File: config.mk
export PLATFORM = sky130hd
export DESIGN_NAME = atpr_front
export DESIGN_NICKNAME = d
export VERILOG_FILES = /design/src/rtl/core/atpr_pkg.sv /design/src/rtl/core/atpr_front.sv
export SDC_FILE = /design/constraint.sdc
export NUM_CORES = 1
export LEC_CHECK = 0
export BUFFER_PORTS_ARGS = -buffer_cell sky130_fd_sc_hd__buf_2
export CAP_MARGIN = 10
export CORE_ASPECT_RATIO = 0.75
export CORE_MARGIN = 5
export CORE_UTILIZATION = 41
export DETAILED_ROUTE_END_ITERATION = 10
export PLACE_DENSITY = 0.68
export SYNTH_ARGS = -nofsm -noshare
export SYNTH_HDL_FRONTEND = slang
export SYNTH_SLANG_ARGS = --single-unit
File: constraint.sdc
create_clock -name clock -period 4.7 [get_ports clock]
set_clock_uncertainty 0.05 [all_clocks]
set_input_delay 0.94 -clock clock [delete_from_list [all_inputs] [get_ports clock]]
set_output_delay 0.94 -clock clock [all_outputs]
set_load 0.02 [all_outputs]
File: src/rtl/core/atpr_pkg.sv
// shared types and constants for the alignment text position rebase block
package atpr_pkg;

   localparam int VALUE_BITS = 31;
   localparam logic [VALUE_BITS-1:0] VALUE_LIMIT = {VALUE_BITS{1'b1}};

   // decimal digits of the largest magnitude (2^31 - 1)
   localparam int DIGIT_COUNT = 10;
   localparam int DIGIT_IDX_BITS = $clog2(DIGIT_COUNT);
   localparam int DIGIT_CNT_BITS = $clog2(DIGIT_COUNT + 1);

   // exact divide by ten for values below 2^32
   localparam int DIV10_MUL_BITS = 32;
   localparam logic [DIV10_MUL_BITS-1:0] DIV10_MUL = 32'hCCCC_CCCD;
   localparam int DIV10_SHIFT = 35;

   localparam int CMD_DEPTH = 4;
   localparam int CMD_PTR_BITS = $clog2(CMD_DEPTH);
   localparam int CMD_CNT_BITS = $clog2(CMD_DEPTH + 1);

   localparam int TAB_BITS = 3;
   localparam logic [TAB_BITS-1:0] TAB_MAX = 3'd7;
   localparam logic [TAB_BITS-1:0] TAB_FIELD_A = 3'd3;
   localparam logic [TAB_BITS-1:0] TAB_FIELD_B = 3'd7;

   localparam logic [7:0] CHAR_AT = 8'h40;
   localparam logic [7:0] CHAR_TAB = 8'h09;
   localparam logic [7:0] CHAR_NEWLINE = 8'h0A;
   localparam logic [7:0] CHAR_MINUS = 8'h2D;
   localparam logic [7:0] CHAR_ZERO = 8'h30;
   localparam logic [7:0] CHAR_NINE = 8'h39;

   typedef enum logic [1:0] {
      CMD_BYTE,
      CMD_NUM_BYTE,
      CMD_NUM
   } cmd_kind_type;

   typedef struct packed {
      cmd_kind_type kind;
      logic [7:0] data;
      logic [VALUE_BITS-1:0] value;
   } cmd_type;

endpackage

File: src/rtl/core/atpr_front.sv
// front end: parses the byte stream into pass-through and number commands
module atpr_front (
   input  logic clock,
   input  logic reset,
   input  logic req_push,
   input  logic [7:0] req_in_byte,
   input  logic req_stream_end,
   input  logic cmd_full,
   output logic cmd_push,
   output atpr_pkg::cmd_type cmd
);
   import atpr_pkg::*;

   logic at_line_start_ff, at_line_start_in;
   logic header_line_ff, header_line_in;
   logic [TAB_BITS-1:0] tab_seen_ff, tab_seen_in;
   logic in_position_field_ff, in_position_field_in;
   logic has_digit_ff, has_digit_in;
   logic [VALUE_BITS-1:0] acc_ff, acc_in;

   logic accept;
   logic is_digit;
   logic [VALUE_BITS+3:0] acc_times_ten;
   logic [VALUE_BITS-1:0] acc_next;
   logic header_next;
   logic [TAB_BITS-1:0] tab_next;

   assign accept = req_push && !cmd_full;
   assign is_digit = (req_in_byte >= CHAR_ZERO) && (req_in_byte <= CHAR_NINE);

   // acc * 10 + digit, saturating
   assign acc_times_ten = {1'b0, acc_ff, 3'b000} + {3'b000, acc_ff, 1'b0}
                          + {{VALUE_BITS{1'b0}}, req_in_byte[3:0]};
   assign acc_next = (acc_times_ten[VALUE_BITS+3:VALUE_BITS] != 4'd0) ? VALUE_LIMIT
                     : acc_times_ten[VALUE_BITS-1:0];

   assign header_next = header_line_ff || (at_line_start_ff && req_in_byte == CHAR_AT);
   assign tab_next = tab_seen_ff + 1'b1;

   always_comb begin
      at_line_start_in = at_line_start_ff;
      header_line_in = header_line_ff;
      tab_seen_in = tab_seen_ff;
      in_position_field_in = in_position_field_ff;
      has_digit_in = has_digit_ff;
      acc_in = acc_ff;
      cmd_push = 1'b0;
      cmd.kind = CMD_BYTE;
      cmd.data = req_in_byte;
      cmd.value = acc_ff;
      if (accept) begin
         if (in_position_field_ff && is_digit) begin
            acc_in = acc_next;
            has_digit_in = 1'b1;
            if (req_stream_end) begin
               cmd_push = 1'b1;
               cmd.kind = CMD_NUM;
               cmd.value = acc_next;
            end
         end else begin
            cmd_push = 1'b1;
            if (in_position_field_ff && has_digit_ff) begin
               cmd.kind = CMD_NUM_BYTE;
            end
            in_position_field_in = 1'b0;
            has_digit_in = 1'b0;
            acc_in = '0;
            if (req_in_byte == CHAR_NEWLINE) begin
               at_line_start_in = 1'b1;
               header_line_in = 1'b0;
               tab_seen_in = '0;
            end else begin
               header_line_in = header_next;
               at_line_start_in = 1'b0;
               if (!header_next && req_in_byte == CHAR_TAB && tab_seen_ff != TAB_MAX) begin
                  tab_seen_in = tab_next;
                  if (tab_next == TAB_FIELD_A || tab_next == TAB_FIELD_B) begin
                     in_position_field_in = 1'b1;
                  end
               end
            end
         end
         if (req_stream_end) begin
            at_line_start_in = 1'b1;
            header_line_in = 1'b0;
            tab_seen_in = '0;
            in_position_field_in = 1'b0;
            has_digit_in = 1'b0;
            acc_in = '0;
         end
      end
   end

   always_ff @(posedge clock) begin
      if (reset) begin
         at_line_start_ff <= 1'b1;
         header_line_ff <= 1'b0;
         tab_seen_ff <= '0;
         in_position_field_ff <= 1'b0;
         has_digit_ff <= 1'b0;
         acc_ff <= '0;
      end else begin
         at_line_start_ff <= at_line_start_in;
         header_line_ff <= header_line_in;
         tab_seen_ff <= tab_seen_in;
         in_position_field_ff <= in_position_field_in;
         has_digit_ff <= has_digit_in;
         acc_ff <= acc_in;
      end
   end

endmodule

; After elaboration in Yosys (flattened, before gate mapping)
; Index checks and enable logic that the tools add are counted.
; Widths: inputs -> output; s select.
[word_totals]
latchBits = 0
regBits = 38
memories = 0
ramBits = 0
in_bits = 13
wordCells = 63
out_inout_bits = 42
mem_bits_ro = 0
[op_classes]
n_bitwise = 0
n_mul = 0
order_cmp = 2
div = 0
eq_ne = 7
shift = 0
n_reduce_logical = 15
mux = 30
n_addsub = 3
[ops]
columns = cell, count
row1 = $mux 31, 6
row2 = $add 34x32->35, 1
row3 = $add 35x4->35, 1
row4 = $mux 1, 17
row5 = $eq 8x4->1 const B, 2
row6 = $mux 3, 4
row7 = $eq 8x7->1 const B, 1
row8 = $ge 8x6->1 const B, 1
row9 = $le 8x6->1 const B, 1
row10 = $logic_and 1x1->1, 7
row11 = $mux 2, 3
row12 = $reduce_bool 4->1, 1
row13 = $add 3x1->3 const B, 1
row14 = $eq 3x2->1 const B, 1
row15 = $eq 3x3->1 const B, 1
row16 = $ne 3x3->1 const B, 1
row17 = $reduce_and 3->1, 1
row18 = $reduce_bool 3->1, 1
row19 = $logic_not 1->1, 2
row20 = $logic_or 1x1->1, 2
row21 = $ne 2x2->1 const B, 1
row22 = $reduce_and 2->1, 1

; Logic depth before layout (Yosys ltp)
[depth]
ltp_word = 10
ltp_mapped = 12

; Worst setup path before layout
; Ideal clock, no wire load.
[synth_timing]
path_type = input -> output
startpoint = input port req_in_byte[3]
endpoint = output port cmd[10] in the netlist's numbering
t_required_ns = 3.710
t_arrival_ns = 3.768
setup_slack_ns = -0.058
stages = 11
cell_sequence = fa_1 fa_1 a211oi_1 o21ai_0 nand2_1 nand3_1 a311oi_2 xnor2_1 nor3_4 buf_6 a31oi_1
[synth_lines]
columns = element, line
row1 = "start, declared", atpr_front.sv:6  ; input logic [7:0] req_in_byte,
row2 = "end, declared", atpr_front.sv:10  ; output atpr_pkg::cmd_type cmd

==> run metrics <==
outcome finished with violations; violated checks setup timing; crit path launch type input port; VDD IR-drop max 0.121 mV; Required @ worst endpoint 3.71 ns; CP Capture Type output port; clock sinks 38; Final nets 710; Critical Path Start req_in_byte[2]; layout cells sized above 1 a little over a fifth; Max-slew headroom a little under half; Initial Util 42.0%; largest net degree at the start of global routing 54; worst skew pair latency 0.29 ns; FF-to-FF Start acc_ff[22]; Worst-Margin Slew 0.805 ns; Hold Path Class reg2reg; Final Cycle Share 105%; Pins Over Slew Limit 0; async set or reset register ratio after synthesis 0%; sequential share of power 44.6%; Area Growth Syn to Fin 19.9%; Final ANT Viol Nets 0; PD cells 139 nW/um^2; Post-synth EDFFs 0; mapped cell area between 4000 and 5000 sq um; initial DRC count 304; leading cell type in the layout, fill and taps excluded a21oi_1; Mapped Nets ~650; n_diodes 0; Max H-tree Level 2; TritonRoute pass-1 iters 5; vias in the first global route 4226; drt total wl 13300 microns; RePlAce Congestion 0.963; power share of the combinational group under 10%; Remaining DRCs 0; Bufs on Longest Clock Path 2; most frequent cells in the layout a21oi_1, nor2_1, ha_1; Clock Power Share 49.3%; min Tclk post-route 4.93 ns; syn avg cell area 7.59 sq um; Worst-path clk slew around 0.06 ns; switch share 24.3%; CTS Buf Count 5; synth top area cells ha_1, dfxtp_1, a21oi_1; register area share after synthesis about 18%; arrival time at the worst endpoint ~4 ns; DP Cell Count 751; Sum Neg Setup Slack -5.42 ns; DIE HEIGHT approximately 99 microns; Root Driver clkbuf_16; Port Buffers 54; critical path type in2out; Die Width 129 microns; post-synth top area cell ha_1; top cell type's share of synthesized area 18.4%; Synth cell types between 50 and 60; startpoint of the worst hold path has_digit_ff; first-pass GRT wire length 21700 microns; initial antenna violation count 0; RSZ-0062 raised after global routing yes; hold buffers post-CTS 0; fmax a little over 0.2 GHz; GRT Total Usage between 20% and 30%; Switch Pwr 0.176 mW; IO Pins 55; ys flop type dfxtp_1; post-route setup slack -0.226 ns; Final setup viols 31; total number of vias around 4700; Gate Count Post-Synth 572; Max Cap Viol 0; DPL Wire Length 9480 microns; total gr overflow 0; CTS tree done; Yosys warning count 0; Avg WL per Cell ~17 microns; Vias per Instance 6.08; Crit Path Max Fanout 14; # rows 32; Seq cells post-synth 38; final std cells w/o fill 768; Die Area 12800 sq um; P_int 0.548 mW; Core ar. roughly 10000 sq um; final hold vios 0; leakage power figure approximately 2.3 nW
[cell families after synthesis]
kind of cell / after synthesis / share of synthesized area, %
adder cells (fa/ha/maj): 66 / 19.4
XOR/XNOR: 27 / 5.45
flip-flops: 38 / 17.5
AO/OA/AOI/OAI: 207 / 31.7
multiplexers: 2 / 0.461
buffers and inverters: 52 / 6.72
AND/OR/NAND/NOR: 180 / 18.8
[synthesized netlist by cell type (2+ instances only)]
| cell type | n |
|---|---|
| nand2_1 | 62 |
| a22oi_1 | 3 |
| o21a_1 | 4 |
| a211oi_1 | 7 |
| a31oi_1 | 25 |
| nor4_2 | 2 |
| and3_1 | 5 |
| nand2b_1 | 2 |
| o211ai_1 | 4 |
| o31ai_1 | 2 |
| dfxtp_1 | 38 |
| clkbuf_1 | 21 |
| a21o_1 | 8 |
| ha_1 | 64 |
| and4_1 | 2 |
| a221oi_1 | 2 |
| and2_1 | 4 |
| mux2i_1 | 2 |
| xor2_1 | 10 |
| o41ai_1 | 6 |
| xnor2_1 | 17 |
| nor2b_1 | 5 |
| nor2_1 | 68 |
| a21oi_1 | 79 |
| o41ai_2 | 5 |
| inv_1 | 8 |
| nor4_1 | 2 |
| a311oi_1 | 18 |
| nor3_1 | 8 |
| o21ai_0 | 25 |
| o21bai_1 | 5 |
| buf_2 | 4 |
| fa_1 | 2 |
| nand4_1 | 8 |
| nand3_1 | 7 |
| buf_6 | 7 |
| buf_4 | 10 |
[worst max-delay path, cell delays in order]
cell and delay, ns:
buf_2 0.11, ha_1 0.29, ha_2 0.21, fa_2 0.42, a211oi_4 0.29, o211ai_1 0.19, a21oi_2 0.23, o21ai_2 0.11
nand4_1 0.13, a31oi_2 0.13, nor3_4 0.28, buf_6 0.15, buf_12 0.14, a31oi_1 0.10, buf_4 0.20
[routing by layer]
layer	wire length, microns	up-vias	track usage (%)
met5	0	-	0
met4	95	0	2.26
met3	915	14	3.27
met2	5620	180	31.1
met1	6660	2208	31.6
li1	-	2264	-
[power groups by stage]
stage                     clock network, mW  logic [mW]  registers [mW]
after floorplan                           0      0.0291           0.330
after global placement                    0      0.0424           0.330
after detailed placement                  0      0.0431           0.330
after CTS                             0.360      0.0444           0.323
after global routing                  0.377      0.0484           0.323
final                                 0.357      0.0445           0.323
[metrics by stage]
step | worst slack, ns | utilization (%) | power [mW] | hold slack (ns) | cell area, sq um
6_report | -0.226 | 50.4 | 0.724 | 0.438 | 5200
2_1_floorplan | -0.0578 | - | 0.359 | 0.411 | 4350
3_3_place_gp | -0.262 | 46.4 | 0.373 | 0.431 | 4790
5_1_grt | -0.364 | 50.4 | 0.749 | 0.476 | 5200
4_1_cts | -0.181 | 50.0 | 0.728 | 0.437 | 5170
3_5_place_dp | -0.361 | 46.4 | 0.373 | 0.425 | 4790
[registers in the layout, summed over array words and instances (netlist names)]
signal / cells
at_line_start_ff: 1
header_line_ff: 1
tab_seen_ff: 3
has_digit_ff: 1
acc_ff: 31
in_position_field_ff: 1
[timing repair]
action / CTS / global route
cloned: 2 / 0
setup endpoints to repair: 31 / 31
resized for setup: 34 / 8
pin swaps: 8 / 7
setup buffers: 7 / 1
[worst paths after layout]
kind	to	slack, ns	cells after the start
setup reg to reg	acc_ff[9]	0.95	14
hold / removal	has_digit_ff	0.44	2
setup / recovery	cmd[17]	-0.23	15
hold reg to reg	has_digit_ff	0.44	2
[final cells by class]
type,instances,area [sq um]
Clock inverter,1,5.00
Clock buffer,7,143
Multi-Input combinational cell,482,3410
Tap cell,136,170
Inverter,9,33.8
Sequential cell,38,761
Fill cell,972,5130
Timing Repair Buffer,95,677
No activity file was read; power rests on OpenSTA's default activity.
