$ cat config.mk
export PLATFORM = sky130hd
export DESIGN_NAME = atpr_cmd_queue
export DESIGN_NICKNAME = d
export VERILOG_FILES = /design/src/rtl/core/atpr_pkg.sv /design/src/rtl/core/atpr_cmd_queue.sv
export SDC_FILE = /design/constraint.sdc
export NUM_CORES = 1
export LEC_CHECK = 0
export CORE_UTILIZATION = 60
export DETAILED_ROUTE_END_ITERATION = 16
export DONT_BUFFER_PORTS = 1
export PLACE_DENSITY = 0.88
export SLEW_MARGIN = 20
export SYNTH_ARGS = -nofsm -noshare
export SYNTH_HDL_FRONTEND = slang
export SYNTH_SLANG_ARGS = --single-unit
$ cat constraint.sdc
create_clock -name clock -period 2.56 [get_ports clock]
set_input_delay 0.128 -clock clock [delete_from_list [all_inputs] [get_ports clock]]
set_output_delay 0.128 -clock clock [all_outputs]
set_load 0.01 [all_outputs]
$ cat src/rtl/core/atpr_pkg.sv
// shared types and constants for the alignment text position rebase block
package atpr_pkg;

   localparam int VALUE_BITS = 31;
   localparam logic [VALUE_BITS-1:0] VALUE_LIMIT = {VALUE_BITS{1'b1}};

   // decimal digits of the largest magnitude (2^31 - 1)
   localparam int DIGIT_COUNT = 10;
   localparam int DIGIT_IDX_BITS = $clog2(DIGIT_COUNT);
   localparam int DIGIT_CNT_BITS = $clog2(DIGIT_COUNT + 1);

   // exact divide by ten for values below 2^32
   localparam int DIV10_MUL_BITS = 32;
   localparam logic [DIV10_MUL_BITS-1:0] DIV10_MUL = 32'hCCCC_CCCD;
   localparam int DIV10_SHIFT = 35;

   localparam int CMD_DEPTH = 4;
   localparam int CMD_PTR_BITS = $clog2(CMD_DEPTH);
   localparam int CMD_CNT_BITS = $clog2(CMD_DEPTH + 1);

   localparam int TAB_BITS = 3;
   localparam logic [TAB_BITS-1:0] TAB_MAX = 3'd7;
   localparam logic [TAB_BITS-1:0] TAB_FIELD_A = 3'd3;
   localparam logic [TAB_BITS-1:0] TAB_FIELD_B = 3'd7;

   localparam logic [7:0] CHAR_AT = 8'h40;
   localparam logic [7:0] CHAR_TAB = 8'h09;
   localparam logic [7:0] CHAR_NEWLINE = 8'h0A;
   localparam logic [7:0] CHAR_MINUS = 8'h2D;
   localparam logic [7:0] CHAR_ZERO = 8'h30;
   localparam logic [7:0] CHAR_NINE = 8'h39;

   typedef enum logic [1:0] {
      CMD_BYTE,
      CMD_NUM_BYTE,
      CMD_NUM
   } cmd_kind_type;

   typedef struct packed {
      cmd_kind_type kind;
      logic [7:0] data;
      logic [VALUE_BITS-1:0] value;
   } cmd_type;

endpackage

$ cat src/rtl/core/atpr_cmd_queue.sv
// short command queue between the parser and the number writer
module atpr_cmd_queue (
   input  logic clock,
   input  logic reset,
   input  logic push,
   input  atpr_pkg::cmd_type push_cmd,
   input  logic pop,
   output logic full,
   output logic empty,
   output atpr_pkg::cmd_type head_cmd
);
   import atpr_pkg::*;

   cmd_type entry_ff [CMD_DEPTH];
   logic [CMD_PTR_BITS-1:0] wr_ptr_ff, rd_ptr_ff;
   logic [CMD_CNT_BITS-1:0] count_ff;
   logic do_push, do_pop;

   assign full = (count_ff == CMD_CNT_BITS'(CMD_DEPTH));
   assign empty = (count_ff == '0);
   assign head_cmd = entry_ff[rd_ptr_ff];
   assign do_push = push && !full;
   assign do_pop = pop && !empty;

   always_ff @(posedge clock) begin
      if (do_push) begin
         entry_ff[wr_ptr_ff] <= push_cmd;
      end
   end

   always_ff @(posedge clock) begin
      if (reset) begin
         wr_ptr_ff <= '0;
         rd_ptr_ff <= '0;
         count_ff <= '0;
      end else begin
         if (do_push) begin
            wr_ptr_ff <= wr_ptr_ff + 1'b1;
         end
         if (do_pop) begin
            rd_ptr_ff <= rd_ptr_ff + 1'b1;
         end
         case ({do_push, do_pop})
            2'b10: count_ff <= count_ff + 1'b1;
            2'b01: count_ff <= count_ff - 1'b1;
            default: count_ff <= count_ff;
         endcase
      end
   end

endmodule

Yosys cells after proc, flatten, opt, wreduce, memory -nomap -nowiden. Memory sizes are Yosys's and may differ from the RTL's. A register that Yosys moved wholly into a read port is not among the register bits. Index checks and enable logic that the tools add are counted.

Reductions and logical operators: 6. Shift operators: 0. Add/subtract/negate cells: 4. $lt $le $gt $ge: 0. Equality and inequality tests: 3. Multiplexer cells: 5. Multipliers: 0. Div/mod/pow operators: 0. Bitwise operators: 0.

Operators with widths (number): $pmux W3 S2 (1); $add A2 B1 Y2 const B (2); $mux W2 (2); $add A3 B1 Y3 const B (1); $eq A3 B3 Y1 const B (1); $logic_not A3 Y1 (1); $sub A3 B1 Y3 const B (1); $eq A2 B1 Y1 const B (1); $eq A2 B2 Y1 const B (1); $logic_and A1 B1 Y1 (2); $logic_not A1 Y1 (2); $mux W1 (2); $reduce_bool A2 Y1 (1).

ROM bits: 0. Output and inout port bits: 43. Register bits after elaboration: 7. Memories kept: 1. Input port bits: 45. Latch bits: 0. RAM bits: 164.

Memory list: entry_ff (depth 4, bits a word 41, read ports 1, clocked after Yosys merged registers in 1, write ports 1, line atpr_cmd_queue.sv:14) `cmd_type entry_ff [CMD_DEPTH];`.

Logic depth before layout (Yosys ltp). Gate-level depths: netlist (run 1).

Word-level depth: 5. Depth in mapped cells: 9. Depth with buffers taken out: 9.

Worst setup path after synthesis (run 1). Ideal clock, no wire load.

Path type: register -> register. Start: register count_ff[0]. End: memory entry_ff[0][0] in the netlist's numbering (enable). Path buffers: 0. Period minus slack after synthesis: 2129 ps. Arrival time: 1726 ps. Setup time: 402 ps. Setup slack: 431 ps. Stages on the path, launching flop included: 4. Data required time: 2158 ps. Path through: dfxtp_1 -> nor3b_2 -> nor2_2 -> and2_1.

Word-level cells in the longest chain between the ends: 5.

RTL lines: start, declared (line atpr_cmd_queue.sv:16) `logic [CMD_CNT_BITS-1:0] count_ff;`; start signal, assigned (line atpr_cmd_queue.sv:44) `2'b10: count_ff <= count_ff + 1'b1;`; start signal, assigned (line atpr_cmd_queue.sv:45) `2'b01: count_ff <= count_ff - 1'b1;`; start signal, assigned (line atpr_cmd_queue.sv:46) `default: count_ff <= count_ff;`; $eq A3 B3 Y1 (line atpr_cmd_queue.sv:19) `assign full = (count_ff == CMD_CNT_BITS'(CMD_DEPTH));`; net full (line atpr_cmd_queue.sv:8) `output logic full,`; $logic_not A1 Y1 (line atpr_cmd_queue.sv:22) `assign do_push = push && !full;`; $logic_and A1 B1 Y1 (line atpr_cmd_queue.sv:22); $mux W1 (line atpr_cmd_queue.sv:26) `if (do_push) begin`; $mux W1 (not written as such) (line atpr_cmd_queue.sv:27) `entry_ff[wr_ptr_ff] <= push_cmd;`; end, declared (line atpr_cmd_queue.sv:14).

The timed path passes the listed nets, and every way through them passes these cells.

Final worst setup path (run 1).
Start: register count_ff[2]. End: register count_ff[2].

Word-level cells in the longest chain between the ends: 5. Elaborated cells between the ends (all ways): 12. Classes of those cells: 2 x add/sub; 3 x eq/ne; 1 x mux; 6 x reduce/logical.

RTL lines: $eq A3 B3 Y1 / $logic_not A3 Y1 (equally long branches) (line atpr_cmd_queue.sv:19, atpr_cmd_queue.sv:20); $logic_not A1 Y1 (on tied branches) (line atpr_cmd_queue.sv:22, atpr_cmd_queue.sv:23); $logic_and A1 B1 Y1 (on tied branches) (line atpr_cmd_queue.sv:22, atpr_cmd_queue.sv:23); $eq A2 B1 Y1 / $eq A2 B2 Y1 (equally long branches) (line atpr_cmd_queue.sv:43) `case ({do_push, do_pop})`; $pmux W3 S2 / $reduce_bool A2 Y1 (equally long branches).

Several ways; a longest one is shown, not always the timed one. A chain may end at the register's enable or synchronous reset.

==> run_results.csv, run 1 <==
group,metric,value,unit
place,place_inst,402,
route,routed_via_density,5.90,
grt,antenna_found_initial,0,
layout,layout-drive-gt1-share,0.248,
yosys,ys_warn_count,0,
floorplanning,die_area,11200,um^2
clocking,clk_pin_slew,0.06,ns
sta,grt_setup_unrepaired,"no",
worst_setup_path,r2r_start,"count_ff[2]",
place,place.gp.congestion,0.700,
floorplanning,rows,37,
power_and_ir_drop,power.density,969,nW/um^2
layout,area_growth,18.9,%
sta,skew,0.0104,ns
clocking,clk_latency,0.52,ns
worst_setup_path,critPathLaunch,"count_ff[2]",
clocking,cts_resized,0,
layout,final_area,7670,um^2
route,vias,2828,
route,wl_per_cell,23.4,um
worst_setup_path,worst_ep_arrival_time,2.63,ns
clocking,cts-root-buf,"clkbuf_8",
clocking,cts_inserted_buffers,17,
status,status,"finished clean",
clocking,clk_path_buf_depth,2,
sta,final.setup.tns,0,ns
sta,drv_slew,0,
job,cap_violations,0,
worst_setup_path,reg2reg_depth,9,
grt,grtUsageTotal,0.218,
place,port_buffers,0,
worst_setup_path,crit_path_end_kind,"flip-flop",
power_and_ir_drop,ir_worst_vdd,576,uV
worst_setup_path,critPathCapture,"count_ff[2]",
hold_path,hold_path_class,"primary input to flip-flop",
sta,min_period,2.18,ns
grt,busiest_layer,"met2",
grt,grt_pass1_vias,3087,
route,drt_wl_total,11200,um
floorplanning,die_h,106,um
route,drtAntennaViolNets,0,
grt,grt_pass1_wl,17100,um
clocking,numClockSinks,173,
route,drtIter0Drc,180,
yosys,syn_avg_cell_area,24.0,um^2
sta,max_freq,0.460,GHz
layout,fin_cells,479,
hold_path,min_path_cells,1,
power_and_ir_drop,p_leak,2.46,nW
yosys,syn_area,6450,um^2
floorplanning,io_pins,88,
place,post-dp-hpwl,6290,um
route,drt_first_pass_iters,4,
floorplanning,initial_core_util,0.622,
yosys,synth-seq-cells,173,
grt,use_met2,0.386,
worst_setup_path,worst-r2r-setup-slack,0.38,ns
yosys,synth_cells,269,
layout,finalNetCount,381,
worst_setup_path,cp.required,3.02,ns
floorplanning,core_area,10400,um^2
worst_setup_path,crit_type,"flip-flop to flip-flop",
grt,use_met1,0.252,
yosys,synth_cell_type_count,24,
route,drcViolationCount,0,
place,placed_area,6650,um^2
sta,setup_violations,0,
clocking,cts_tree,"built",
sta,hold_violations,0,
sta,fin_crit_sh,0.850,
clocking,postCtsSetupBuffers,0,
grt,grt_max_degree,42,
worst_setup_path,worst-path-max-fanout,6,
worst_setup_path,start_kind,"flip-flop",
yosys,seq_area_frac_synth,0.791,
sta,maxSlewHeadroom,0.657,
grt,met3_usage,0.0686,
clocking,h-tree-depth,4,
layout,n_antenna_cell,0,
sta,worstMarginPinSlew,0.514,ns
worst_setup_path,r2r_end,"count_ff[2]",
yosys,synthesis.nets,320,
floorplanning,die_width,106,um
grt,globalRoute.totalOverflow,0,
-- through the flow --
stage	power, mW	utilization	hold WS (ns)	setup WS (ns)
6_report	7.43	0.740	0.308	0.385
5_1_grt	7.69	0.740	0.287	0.225
4_1_cts	7.50	0.740	0.285	0.352
3_5_place_dp	4.97	0.641	0.198	0.409
3_3_place_gp	4.91	0.641	0.195	0.573
2_1_floorplan	4.77	-	0.227	0.431
-- worst max-delay path, stage by stage (launching register included) --
cell	delay, ns
dfxtp_1	0.42
nor3b_2	0.28
nor2_2	0.10
inv_1	0.07
ha_1	0.18
inv_1	0.06
fa_1	0.38
xor2_1	0.16
or3_1	0.31
a21oi_1	0.15
-- routing by layer --
| metal | vias to the layer above | routed length, um |
|---|---|---|
| met4 | 0 | 129 |
| met5 | - | 0 |
| met2 | 104 | 6100 |
| li1 | 1240 | - |
| met1 | 1472 | 4350 |
| met3 | 12 | 620 |
-- report_power, final --
group,leakage (nW),internal (mW),switching (mW)
Sequential,1.58,3.39,0.191
Clock,0.274,1.47,0.977
Combinational,0.608,0.685,0.717
-- sequential cells by signal (all words and copies together) (netlist names), named ones only --
signal,count
rd_ptr_ff,2
count_ff,3
entry_ff,164
wr_ptr_ff,2
-- cell usage after synthesis --
cell type / number / share of area
mux4_2: 40 / 0.14
nor2_2: 1 / 0.00097
a21oi_1: 4 / 0.0031
buf_12: 4 / 0.012
buf_6: 1 / 0.0017
o21ai_0: 3 / 0.0023
mux2i_1: 1 / 0.0016
nor3_2: 1 / 0.0016
inv_1: 8 / 0.0047
fa_1: 1 / 0.0031
buf_1: 2 / 0.0012
nand2b_1: 2 / 0.0019
nor2_1: 5 / 0.0029
mux4_1: 1 / 0.0041
nor3b_2: 1 / 0.0019
edfxtp_1: 164 / 0.76
nand2_1: 1 / 0.00058
ha_1: 5 / 0.0097
and2_1: 4 / 0.0039
xor2_1: 3 / 0.0041
dfxtp_1: 9 / 0.028
buf_2: 4 / 0.0031
o31ai_2: 1 / 0.0019
or3_1: 3 / 0.0029
-- worst min-delay path by stage --
stage	slack [ns]	to	from
3_5_place_dp	0.20	flip-flop	reset
5_1_grt	0.29	entry_ff[3][37]	push_cmd[37]
6_report	0.31	entry_ff[3][37]	push_cmd[37]
4_1_cts	0.29	entry_ff[1][22]	push_cmd[22]
2_1_floorplan	0.23	entry_ff[0][0]	push_cmd[0]
3_3_place_gp	0.19	flip-flop	reset
-- placed cells by master, fill, tap and decap left out, drive strengths merged, types with 2 or more instances in the layout --
| cell type | n |
|---|---|
| a21oi | 4 |
| and2 | 4 |
| buf | 8 |
| bufinv | 3 |
| clkbuf | 19 |
| clkinv | 8 |
| clkinvlp | 2 |
| dfxtp | 9 |
| dlygate4sd3 | 45 |
| edfxtp | 164 |
| ha | 5 |
| inv | 8 |
| mux4 | 41 |
| nand2b | 2 |
| nor2 | 6 |
| o21ai | 3 |
| or3 | 3 |
| xor2 | 3 |
-- cells by family (layout without fill, tap and decap cells) --
| kind of cell | after synthesis | in the layout | synth area share |
|---|---|---|---|
| AO/OA/AOI/OAI | 8 | 8 | 0.00736 |
| buffers and inverters | 19 | 93 | 0.0231 |
| adder cells (fa/ha/maj) | 6 | 6 | 0.0128 |
| AND/OR/NAND/NOR | 18 | 18 | 0.0167 |
| flip-flops | 173 | 173 | 0.791 |
| multiplexers | 42 | 42 | 0.145 |
| XOR/XNOR | 3 | 3 | 0.00407 |
-- area by class of cell --
| cell class | instances | area (um^2) |
|---|---|---|
| inverters | 8 | 30.0 |
| repair buffers | 53 | 586 |
| fillers | 574 | 2700 |
| flip-flops and latches | 173 | 5110 |
| well taps | 136 | 170 |
| clock buffers | 19 | 422 |
| multi-input cells | 77 | 1210 |
| clock inverters | 13 | 149 |
-- repair_timing --
item / in CTS / in global routing
hold endpoints to repair: 173 / 0
hold buffers: 45 / 0
setup endpoints to repair: 0 / 0
Power figures use the tool's default switching activity.
==> run 2: changes to the inputs <==
==> constraint.sdc (replaced) <==
create_clock -name clock -period 2.2 [get_ports clock]
set_input_delay 0.11 -clock clock [delete_from_list [all_inputs] [get_ports clock]]
set_output_delay 0.11 -clock clock [all_outputs]
set_load 0.01 [all_outputs]
==> run_results.csv, run 2 (synthesis results as in run 1) <==
group,metric,value,unit
worst_setup_path,cp_top_family,"flip-flops",
power_and_ir_drop,switchingPower,2.30,mW
grt,use_met2,0.376,
place,placed_area,6660,um^2
worst_setup_path,worst_ep_arrival_time,1.97,ns
clocking,cts-root-buf,"clkbuf_8",
worst_setup_path,r2r_end,"count_ff[2]",
sta,fin_crit_sh,0.945,
job,cap_violations,0,
route,drt_first_pass_iters,5,
sta,grt_setup_unrepaired,"no",
worst_setup_path,start_kind,"flip-flop",
worst_setup_path,crit_slowest_cell,"dfxtp_4",
worst_setup_path,worst-r2r-setup-slack,0.12,ns
route,vias,2847,
power_and_ir_drop,internal_power,6.54,mW
layout,finalNetCount,384,
hold_path,hold_path_class,"primary input to flip-flop",
sta,worstMarginPinSlew,0.452,ns
layout,layout_common_cells,"164 x edfxtp_1, 45 x dlygate4sd3_1, 40 x mux4_2",
power_and_ir_drop,ir_worst_vdd,585,uV
grt,grt_max_degree,32,
sta,skew,0.00666,ns
place,post-dp-hpwl,6670,um
worst_setup_path,max_stage_delay,0.61,ns
sta,max_freq,0.481,GHz
clocking,clk_pin_slew,0.07,ns
layout,final_area,7720,um^2
sta,maxSlewHeadroom,0.699,
power_and_ir_drop,combPwrFrac,0.192,
route,drt_wl_total,11300,um
sta,hold_violations,0,
sta,min_period,2.08,ns
layout,top_register,"entry_ff",
worst_setup_path,crit_type,"flip-flop to primary output",
worst_setup_path,crit_buf_inv,1,
worst_setup_path,cp.required,2.09,ns
layout,n_antenna_cell,0,
power_and_ir_drop,p_total,8.83,mW
grt,antenna_found_initial,0,
worst_setup_path,r2r_start,"count_ff[2]",
power_and_ir_drop,seq_power_share,0.473,
sta,drv_slew,0,
power_and_ir_drop,power.share.clock,0.335,
grt,grt_pass1_wl,17100,um
grt,grt_pass1_vias,3063,
route,drcViolationCount,0,
clocking,cts_tree,"built",
worst_setup_path,crit_path_end_kind,"primary output",
route,drtIter0Drc,161,
clocking,numClockSinks,173,
floorplanning,rows,37,
route,routed_via_density,5.92,
power_and_ir_drop,switching_share,0.260,
sta,holdWs,0.292,ns
grt,grtUsageTotal,0.219,
clocking,h-tree-depth,4,
layout,area_growth,19.6,%
clocking,clk_latency,0.52,ns
grt,busiest_layer,"met2",
sta,final.setup.tns,0,ns
floorplanning,io_pins,88,
status,status,"finished clean",
layout,finish.utilization,0.744,
floorplanning,core_area,10400,um^2
layout,final_common_cell,"edfxtp_1",
route,wl_per_cell,23.4,um
clocking,cts_inserted_buffers,17,
floorplanning,initial_core_util,0.622,
hold_path,min-delay-start,"push_cmd[9]",
grt,use_met1,0.261,
floorplanning,die_area,11200,um^2
floorplanning,die_h,106,um
floorplanning,die_width,106,um
clocking,clk_path_buf_depth,2,
worst_setup_path,reg2reg_depth,9,
clocking,postCtsSetupBuffers,0,
layout,layout-drive-gt1-share,0.275,
worst_setup_path,worst-path-max-fanout,17,
route,drtAntennaViolNets,0,
hold_path,min_to,"entry_ff[3][9]",
power_and_ir_drop,p_leak,2.50,nW
place,port_buffers,0,
sta,setup_violations,0,
layout,reg_top3,"entry_ff (164), count_ff (3)",
layout,largest_reg_flops,164,
hold_path,min_path_cells,1,
place,place.gp.congestion,0.742,
grt,met3_usage,0.0482,
layout,n_fill_cell,560,
power_and_ir_drop,power.density,1140,nW/um^2
worst_setup_path,crit_chain,"buf_12 > mux4_2",
grt,globalRoute.totalOverflow,0,
[run 2: worst max path at each step]
stage / slack [ns] / start / endpoint / cells past startpoint
after floorplan: 0.07 / count_ff[0] / entry_ff[0][0] / 3
after global placement: 0.26 / count_ff[2] / count_ff[2] / 9
after detailed placement: 0.07 / count_ff[2] / count_ff[2] / 9
after CTS: 0.05 / count_ff[2] / count_ff[2] / 9
after global routing: 0.01 / count_ff[2] / count_ff[2] / 9
final: 0.12 / flip-flop / head_cmd[17] / 2
[run 2: repair_timing]
| action | CTS | global route |
|---|---|---|
| hold buffers | 45 | 0 |
| setup endpoints to repair | 0 | 1 |
| hold endpoints to repair | 173 | 0 |
| resized for setup | 0 | 4 |
[run 2: layout make-up]
| class | instances | area (um^2) | area share |
|---|---|---|---|
| clock buffer | 17 | 414 | 0.0537 |
| multi-input combinational | 77 | 1210 | 0.157 |
| clock inverter | 14 | 183 | 0.0237 |
| inverter | 8 | 30.0 | 0.00389 |
| timing repair buffer | 56 | 596 | 0.0772 |
| tap | 136 | 170 | 0.0220 |
| sequential | 173 | 5110 | 0.663 |
[run 2: metal layers]
layer	wire length, um	vias up
met5	0	-
met4	280	0
met3	628	21
met2	6060	124
met1	4290	1458
li1	-	1244
[run 2: worst register-to-register path, cell delays in order, from the launching register on]
cell and delay (ns):
dfxtp_2 0.38, nor3b_4 0.24, nor2_2 0.05, inv_1 0.06
ha_1 0.17, inv_1 0.06, fa_1 0.38, xor2_1 0.16
or3_1 0.33, a21oi_1 0.16
[run 2: through the flow]
step	setup WS [ns]	std cells
after global placement	0.262	405
after global routing	0.0146	481
after CTS	0.0543	481
after detailed placement	0.0688	405
final	0.121	481
after floorplan	0.0714	269
[run 2: power groups by stage]
stage               registers, mW  clock network, mW  logic [mW]
finish                       4.18               2.96        1.69
global route                 4.21               3.13        1.80
CTS                          4.18               3.02        1.71
detailed placement           4.24                  0        1.59
global placement             4.20                  0        1.55
floorplan                    4.08                  0        1.47
==> run 3: changes to the inputs <==
--- a/config.mk
+++ b/config.mk
@@ -5,9 +5,11 @@
 export SDC_FILE = /design/constraint.sdc
 export NUM_CORES = 1
 export LEC_CHECK = 0
+export ABC_AREA = 1
 export CORE_UTILIZATION = 60
 export DETAILED_ROUTE_END_ITERATION = 16
 export DONT_BUFFER_PORTS = 1
+export GPL_TIMING_DRIVEN = 0
 export PLACE_DENSITY = 0.88
 export SLEW_MARGIN = 20
 export SYNTH_ARGS = -nofsm -noshare
==> run_results.csv, run 3 <==
group,metric,value,unit
status,status,"finished clean",
yosys,syn_avg_cell_area,14.1,um^2
sta,maxSlewHeadroom,0.463,
floorplanning,die_area,11400,um^2
sta,max_freq,0.496,GHz
sta,worstMarginPinSlew,0.803,ns
layout,area_growth,20.4,%
route,drcViolationCount,0,
yosys,async_flop_share,0,
floorplanning,core_area,10500,um^2
yosys,synth_cell_type_count,18,
layout,layout-drive-gt1-share,0.124,
worst_setup_path,r2r_start,"count_ff[1]",
grt,antenna_found_initial,1,
worst_setup_path,cp.required,2.44,ns
yosys,synth_cells,466,
clocking,clk_path_buf_depth,2,
sta,grt_setup_unrepaired,"no",
route,routed_via_density,6.12,
yosys,synth_top_cell_by_area,"edfxtp_1",
worst_setup_path,worst-r2r-setup-slack,0.18,ns
sta,min_period,2.02,ns
power_and_ir_drop,power.density,1110,nW/um^2
worst_setup_path,crit_path_end_kind,"flip-flop",
grt,grt_pass1_vias,4188,
clocking,cts-root-buf,"clkbuf_8",
place,port_buffers,0,
worst_setup_path,worst-path-max-fanout,21,
worst_setup_path,crit_type,"flip-flop to flip-flop",
route,drt_first_pass_iters,6,
route,vias,4191,
place,post-dp-hpwl,8320,um
hold_path,hold_path_class,"primary input to flip-flop",
worst_setup_path,worst_ep_arrival_time,2.25,ns
sta,skew,0.0102,ns
sta,hold_violations,0,
yosys,syn_area,6560,um^2
yosys,ys.flop_type,"edfxtp_1",
sta,final.setup.tns,0,ns
floorplanning,die_width,107,um
hold_path,min-delay-start,"push_cmd[7]",
floorplanning,rows,37,
clocking,cts_resized,0,
floorplanning,die_h,107,um
place,place.gp.congestion,0.741,
route,drtIter0Drc,382,
layout,reg_top3,"entry_ff (164), count_ff (3)",
grt,grt_pass1_wl,21900,um
place,place_inst,607,
yosys,synthTopCellsByCount,"164 x edfxtp_1, 91 x nor2_1, 47 x o21ai_1",
sta,setup_violations,0,
floorplanning,initial_core_util,0.627,
grt,globalRoute.totalOverflow,0,
layout,final_common_cell,"edfxtp_1",
layout,n_fill_cell,589,
power_and_ir_drop,p_leak,2.72,nW
yosys,seq_area_frac_synth,0.778,
worst_setup_path,start_kind,"flip-flop",
layout,layout_common_cells,"164 x edfxtp_1, 87 x nor2_1, 47 x o21ai_1",
power_and_ir_drop,ir_worst_vdd,570,uV
job,cap_violations,0,
yosys,post-synth-top-area-fraction,0.750,
layout,top_register,"entry_ff",
layout,largest_reg_flops,164,
route,wl_per_cell,21.0,um
route,drtAntennaViolNets,0,
clocking,cts_tree,"built",
grt,grt_max_degree,24,
sta,fin_crit_sh,0.917,
yosys,synthesis.nets,517,
yosys,synth-seq-cells,173,
layout,finalNetCount,586,
clocking,clk_pin_slew,0.07,ns
worst_setup_path,critPathLaunch,"count_ff[1]",
clocking,numClockSinks,173,
yosys,synth_edf_count,164,
sta,drv_slew,0,
clocking,cts_inserted_buffers,17,
layout,fin_cells,685,
floorplanning,io_pins,88,
clocking,h-tree-depth,4,
yosys,synth_area_leaders,"edfxtp_1 75%, nor2_1 5.2%, o22ai_1 3.9%",
grt,grtUsageTotal,0.267,
route,drt_wl_total,14400,um
yosys,ys_warn_count,0,
clocking,clk_latency,0.53,ns
yosys,synth.most_common_cell,"edfxtp_1",
==> run 3: final cells by class <==
class	instances	area [um^2]	share of cell area
Sequential cell	173	5100	0.646
Buffer	25	166	0.0211
Tap cell	136	170	0.0215
Timing Repair Buffer	50	581	0.0735
Clock buffer	20	445	0.0564
Inverter	20	75.1	0.00950
Clock inverter	12	111	0.0141
Antenna cell	1	2.50	0.000317
Multi-Input combinational cell	248	1250	0.158
==> run 3: worst paths after layout <==
check,endpoint,cells past startpoint
worst min register to register,wr_ptr_ff[1],2
worst min-delay path,entry_ff[2][7],1
worst max-delay path,entry_ff[0][0],5
worst max register to register,entry_ff[0][0],5
==> run 3: cell families after synthesis <==
group                    count (synthesis)  synth area share
flip-flops                             173             0.778
AO/OA/AOI/OAI                          130             0.107
adder cells (fa/ha/maj)                  6            0.0126
buffers and inverters                   45            0.0368
AND/OR/NAND/NOR                        112            0.0658
==> run 3: what timing repair did <==
item	4_1_cts	5_1_grt
hold buffers	45	0
hold endpoints to repair	173	0
buffers inserted	0	0
==> run 3: metrics by stage <==
| step | power [mW] | hold slack, ns | utilization | setup WS [ns] | cell area, um^2 |
|---|---|---|---|---|---|
| floorplan | 5.38 | 0.179 | - | -0.575 | 6560 |
| global placement | 5.81 | 0.182 | 0.644 | -1.84 | 6730 |
| detailed placement | 5.95 | 0.182 | 0.659 | 0.201 | 6890 |
| CTS | 8.79 | 0.258 | 0.755 | 0.183 | 7900 |
| global route | 9.12 | 0.268 | 0.755 | 0.0658 | 7900 |
| finish | 8.81 | 0.281 | 0.755 | 0.183 | 7900 |
==> run 3: power breakdown <==
part / internal [mW] / switching [mW] / total, mW
combinational: 0.594 / 1.42 / 2.01
sequential: 3.92 / 0.0973 / 4.01
clock: 1.57 / 1.21 / 2.78
==> run 3: worst max-delay path: stages, from the launching register on <==
cell and delay, ns:
dfxtp_1 0.37, nor2_2 0.06, nand2_1 0.14, nand2_2 0.20
nor2_4 0.67, buf_16 0.25
==> run 3: per-layer routing <==
metal	vias to the layer above	wire length, um	GRT usage
met3	41	1010	0.0681
met2	217	7230	0.441
met1	2075	5710	0.326
met4	0	467	0.138
li1	1858	-	-
met5	-	0	0
